==> config.mk <==
export PLATFORM = sky130hd
export DESIGN_NAME = rlw_lane
export DESIGN_NICKNAME = d
export VERILOG_FILES = /design/src/rtl/core/rlw_pkg.sv /design/src/rtl/core/rlw_lane.sv
export SDC_FILE = /design/constraint.sdc
export NUM_CORES = 2
export LEC_CHECK = 0
export ABC_AREA = 1
export BUFFER_PORTS_ARGS = -buffer_cell sky130_fd_sc_hd__buf_2
export CAP_MARGIN = 25
export CORE_MARGIN = 4
export CORE_UTILIZATION = 40
export DETAILED_ROUTE_END_ITERATION = 16
export PLACE_DENSITY = 0.61
export SLEW_MARGIN = 5
export SYNTH_ARGS = -nofsm -noshare
export SYNTH_HDL_FRONTEND = slang
export SYNTH_SLANG_ARGS = --single-unit
==> constraint.sdc <==
create_clock -name clk -period 18.4 [get_ports clk]
set_clock_uncertainty 0.15 [all_clocks]
set_input_delay 3.68 -clock clk [delete_from_list [all_inputs] [get_ports clk]]
set_output_delay 3.68 -clock clk [all_outputs]
set_load 0.01 [all_outputs]
==> src/rtl/core/rlw_pkg.sv <==
// Shared types and constants for the radial lens distortion warp.
// Field widths, configuration register codes and saturation limits.
// No dependencies.
package rlw_pkg;

  localparam int IN_W        = 17;
  localparam int REG_W       = 20;
  localparam int OUT_W       = 20;
  localparam int SCALE_W     = REG_W + 1;
  localparam int WIDE_W      = 32;
  localparam int CFG_INDEX_W = 3;

  localparam longint WIDE_MAX = 64'sh0000_0000_7FFF_FFFF;
  localparam longint OUT_MAX  = (64'sd1 <<< (OUT_W - 1)) - 64'sd1;
  localparam longint OUT_MIN  = -OUT_MAX - 64'sd1;

  localparam logic signed [REG_W-1:0] BASE_SCALE_RESET = 20'sd65536;

  typedef enum logic [CFG_INDEX_W-1:0] {
    CFG_RADIAL_FIRST  = 3'd0,
    CFG_RADIAL_SECOND = 3'd1,
    CFG_BASE_SCALE    = 3'd2,
    CFG_BLUE_OFFSET   = 3'd3,
    CFG_GREEN_OFFSET  = 3'd4,
    CFG_RED_OFFSET    = 3'd5
  } cfg_index_t;

  typedef struct packed {
    logic mul_en;
    logic rnd_en;
    logic sat_en;
  } lane_en_t;

endpackage

==> src/rtl/core/rlw_lane.sv <==
// One colour lane: scales a warped coordinate and maps it back to [0,1] space.
// Three pipeline stages: multiply, round and saturate, final half and clamp.
// Depends on rlw_pkg.
module rlw_lane #(
  parameter int FRACTION_BITS = 16
) (
  input  logic                                   clk,
  input  rlw_pkg::lane_en_t                      en,
  input  logic signed [rlw_pkg::WIDE_W-1:0]      coord,
  input  logic signed [rlw_pkg::SCALE_W-1:0]     scale,
  output logic signed [rlw_pkg::OUT_W-1:0]       result
);

  localparam int     F    = FRACTION_BITS;
  localparam longint ONE  = 64'sd1 <<< F;
  localparam longint HALF = 64'sd1 <<< (F - 1);
  localparam int     PW_W = rlw_pkg::WIDE_W + rlw_pkg::SCALE_W;
  localparam int     WF_W = PW_W + 1 - F;

  logic signed [PW_W-1:0]            prod;
  logic signed [PW_W:0]              prod_rnd;
  logic signed [WF_W-1:0]            w_full;
  longint                            w_wide;
  logic signed [rlw_pkg::WIDE_W-1:0] w;
  longint                            o_wide;

  always_comb begin
    prod_rnd = $signed({prod[PW_W-1], prod}) + (PW_W + 1)'(HALF);
    w_full   = prod_rnd[PW_W:F];
    w_wide   = 64'(w_full);
    o_wide   = (64'(w) + ONE + 64'sd1) >>> 1;
  end

  always_ff @(posedge clk) begin
    if (en.mul_en) begin
      prod <= coord * scale;
    end
    if (en.rnd_en) begin
      if (w_wide > rlw_pkg::WIDE_MAX) begin
        w <= rlw_pkg::WIDE_W'(rlw_pkg::WIDE_MAX);
      end else if (w_wide < -rlw_pkg::WIDE_MAX) begin
        w <= rlw_pkg::WIDE_W'(-rlw_pkg::WIDE_MAX);
      end else begin
        w <= rlw_pkg::WIDE_W'(w_wide);
      end
    end
    if (en.sat_en) begin
      if (o_wide > rlw_pkg::OUT_MAX) begin
        result <= rlw_pkg::OUT_W'(rlw_pkg::OUT_MAX);
      end else if (o_wide < rlw_pkg::OUT_MIN) begin
        result <= rlw_pkg::OUT_W'(rlw_pkg::OUT_MIN);
      end else begin
        result <= rlw_pkg::OUT_W'(o_wide);
      end
    end
  end

endmodule

* Yosys cells after proc, flatten, opt, wreduce, memory -nomap -nowiden *
Index checks and enable logic that the tools add are counted.

cells by class
  mux-type cells = 2
  magnitude comparators = 4
  multiply operators = 1
  reductions and logical operators = 1
  $add $sub $neg = 3

operator list
  kind                                                                     count
  53-bit by 17-bit adder with 54-bit output (second input constant)        1
  32-bit by 21-bit multiplier with 53-bit output                           1
  38-bit by 32-bit > comparator with 1-bit output (second input constant)  1
  38-bit by 32-bit < comparator with 1-bit output (second input constant)  1
  33-bit by 2-bit adder with 34-bit output (second input constant)         1
  32-bit by 18-bit adder with 33-bit output (second input constant)        1
  33-bit by 20-bit > comparator with 1-bit output (second input constant)  1
  33-bit by 20-bit < comparator with 1-bit output (second input constant)  1
  32-bit two-way mux                                                       1
  20-bit two-way mux                                                       1
  2-bit OR reduction                                                       1

storage, ports and cells
  logic and storage cells = 15
  output and inout port bits = 20
  input port bits = 57
  register bits = 105

* Logic depth before layout (Yosys ltp) *
  depth in word-level cells = 4
  gate-level depth with buffers = 29
  mapped depth without buffers = 28

* Worst setup path before layout *
No wires, ideal clock.

  path type = in2reg
  from = in coord[31] in the netlist's numbering
  to = reg prod[51], data pin
  stages on the path = 27
  path slack = 8426 ps
  arrival time = 9572 ps
  library setup time = 252 ps
  required time = 17998 ps
  buffers on the path = 1
  cells stage by stage = clkbuf_1 nand2_1 inv_1 fa_1 inv_1 fa_1 inv_1 fa_1 inv_1 fa_1 inv_1 fa_1 fa_1 inv_1 fa_1 inv_1 ha_1 nand2_1 nor2_1 inv_1 nor2_1 inv_1 nor2_1 and3_1 nand2_1 nand3_1 nand2_1

on the way
  word-level cells in the longest chain between the ends = 1

RTL lines
  what                                            RTL line        source
  start, declared                                 rlw_lane.sv:9   input logic signed [rlw_pkg::WIDE_W-1:0] coord,
  32-bit by 21-bit multiplier with 53-bit output  rlw_lane.sv:36  prod <= coord * scale;
  end signal, assigned                            rlw_lane.sv:36
  end, declared                                   rlw_lane.sv:20  logic signed [PW_W-1:0] prod;

No other way between the ends.
A chain may end at the register's enable or synchronous reset.

* Final worst setup path *
  from = in scale[6] in the netlist's numbering
  to = reg prod[51], data pin

on the way
  word-level cells in the longest chain between the ends = 1

RTL lines
  what                                            RTL line        source
  start, declared                                 rlw_lane.sv:10  input logic signed [rlw_pkg::SCALE_W-1:0] scale,
  32-bit by 21-bit multiplier with 53-bit output  rlw_lane.sv:36

No other way between the ends.

==> results.yml <==
outcome:
  outcome: "finished, final reports clean"
yosys:
  synth_largest_area_cell: "fa_1"
  synth_nets: 4770
  synth_ff_type: "edfxtp_1"
  async_flop_share: 0
  synth_most_common_cell: "inv_1"
  synth_cells: 3915
  synth_area_leaders: "fa_1 44%, inv_1 15%, nand2_1 14%, edfxtp_1 9.0%, ha_1 5.4%"
  ys.warnings.count: 0
  synth_common_cells: "1,200 x inv_1, 1,102 x nand2_1, 667 x fa_1"
  synth_cell_types: 48
  avgSynthCellArea_um2: 7.70
  synth_edf_count: 90
  yosysSeqAreaShare: 0.0897
  yosysTopAreaCellShare: 0.443
  netlist_area_um2: 30100
  yosys_register_bits: 90
global_routing:
  grt_pass1_vias: 25000
  gr-usage-all-layers: 0.204
  grt_overflow: 0
  grt_max_degree: 39
  antenna_found_initial: 3
  grt_pass1_wl_um: 131000
die:
  fp.dieH_um: 283
  dieArea_um2: 79800
  initial_core_util: 0.404
  core.rowCount: 100
  pin_count: 77
  coreArea_um2: 74600
  die_w_um: 283
place:
  place_congestion: 0.928
  place_hpwl_um: 63700
  io_buffers: 76
sta:
  fin_hold_ws_ps: 563
  setup_tns_ps: 0
  relSlewSlack: 0.350
  rsz0062_at_grt: "false"
  final-hold-violation-count: 0
  tightest_slew_ps: 973
  max_freq_mhz: 93.7
  fin_crit_sh: 0.580
  slew_viol_final: 0
  setup-violations-final: 0
  fin_crit_ps: 10670
clocking:
  hold_buffers: 0
  post_cts.repair.setup_buffers: 0
  cts_tree: "yes"
  cts_resized: 0
  htree_levels: 3
  cts.path.max_buffers: 2
  cts-root-buf: "clkbuf_16"
  numCtsBuffers: 9
  clk_pin_slew_worst_paths_ps: 60
  worstSkewPairLatency_ps: 350
  clock_sinks: 90
worst_setup_path:
  max_stage_delay_ps: 870
  start_kind: "input pin"
  crit_end: "prod[51]$_DFFE_PP_"
  worstPathCellList: "buf_2 -> nand2_1 -> fa_1 -> inv_1 -> fa_1 -> fa_1 -> fa_1 -> inv_1 -> fa_1 -> fa_1 -> fa_1 -> inv_1 -> ha_1 -> a21oi_1 -> nor3_1 -> a211oi_1 -> o21ai_0 -> a221oi_1 -> nand2_1 -> nand2_1 -> nand2_1"
  crit_required_ps: 18360
  criticalPathCategory: "input pin to flop"
  cpMaxStageDelayCell: "fa_1"
  r2r_end: "w[1]$_SDFFCE_PP1P_"
  r2r_start: "prod[15]$_DFFE_PP_"
  r2r_cells: 14
  critPathMaxFanout: 32
  cp_common_cell: "fa_1"
  r2r_slack_ps: 15110
  crit_arrival_ps: 10630
  end_kind: "flop"
  crit_start: "scale[6]"
route:
  vias: 23200
  drt_first_pass_iters: 5
  via_per_inst: 4.78
  drc: 0
  wirelength_um: 77200
  wl_per_cell_um: 15.9
  drt_iter0_drc: 1430
  ant_nets: 0
final_layout:
  drive_gt1_frac: 0.0354
  nFillCells: 7772
  register_area_um2: 2700
  layout-area-overhead-vs-synth_pct: 4.47
  final_nets: 4724
  multi_input_area_um2: 22400
flow_run:
  drv_cap: 0
min_path:
  hold_class: "flop to flop"
-- critical path, delay by kind of cell --
kind,cells,cell delay [ps]
AO/OA/AOI/OAI,4,1090
adder cells (fa/ha/maj),8,4470
buffers and inverters,4,790
AND/OR/NAND/NOR,5,570
-- worst min-delay path by stage --
stage                  startpoint                       to  slack [ps]  cells after the start
2_1_floorplan  prod[52]$_DFFE_PP_      w[31]$_SDFFCE_PP0P_         470                      2
3_3_place_gp   w[7]$_SDFFCE_PP1P_  result[6]$_SDFFCE_PN1P_         560                      4
3_5_place_dp   prod[52]$_DFFE_PP_      w[31]$_SDFFCE_PP0P_         560                      2
4_1_cts        prod[52]$_DFFE_PP_      w[31]$_SDFFCE_PP0P_         570                      2
5_1_grt        prod[52]$_DFFE_PP_      w[31]$_SDFFCE_PP0P_         630                      2
6_report       prod[52]$_DFFE_PP_      w[31]$_SDFFCE_PP0P_         560                      2
-- logic make-up after synthesis --
kind of cell	Yosys count	synth area share
XOR/XNOR	69	0.0203
buffers and inverters	1341	0.169
flip-flops	90	0.0897
AO/OA/AOI/OAI	148	0.0284
AND/OR/NAND/NOR	1469	0.196
adder cells (fa/ha/maj)	798	0.497
-- placed cells by master, fill, tap and decap left out, types with 5 or more instances in the layout --
master,synthesis,layout
inv_1,1200,1200
nand2_1,1102,1102
fa_1,667,667
nor2_1,196,196
ha_1,131,131
edfxtp_1,90,90
buf_2,4,76
nand3_1,67,67
a21oi_1,60,60
xor2_1,51,51
o21ai_0,40,40
nor3_1,24,24
nand4_1,22,22
xnor2_1,17,17
nand2_2,15,15
o21bai_1,10,10
a31oi_1,9,9
clkbuf_16,0,9
or2_2,8,8
a21o_1,8,8
a21boi_0,6,6
and3_1,6,6
nor4_1,6,6
nand3b_1,5,5
inv_2,5,5
-- routing by layer --
metal	vias to the layer above	track usage	share of wire
met3	144	0.0202	0.052
li1	10900	-	-
met1	11500	0.278	0.44
met5	-	0	0.00029
met4	4	0.0574	0.029
met2	624	0.350	0.48
-- layout make-up --
type / instances / share of cell area
multi-input cells: 2484 / 0.710
clock inverters: 5 / 0.00175
flip-flops and latches: 90 / 0.0858
inverters: 1205 / 0.144
diodes: 1 / 0.0000795
repair buffers: 79 / 0.0128
clock buffers: 11 / 0.00739
well taps: 969 / 0.0385
-- registers in the layout, summed over array words and instances (netlist names) --
register and flops:
prod 38, w 32, result 20
-- per-stage QoR --
step                      cells  utilization  setup WS [ps]  cell area [um2]
after detailed placement   4827        0.418           7320            31200
after floorplan            3915            -           8430            30100
after global placement     4827        0.418           7420            31200
after CTS                  4843        0.422           7690            31500
final                      4844        0.422           7730            31500
after global routing       4844        0.422           7330            31500
Power is left out: the tool's default activity adds up to more than one toggle a clock period on the data nets, which glitch-free logic cannot reach.
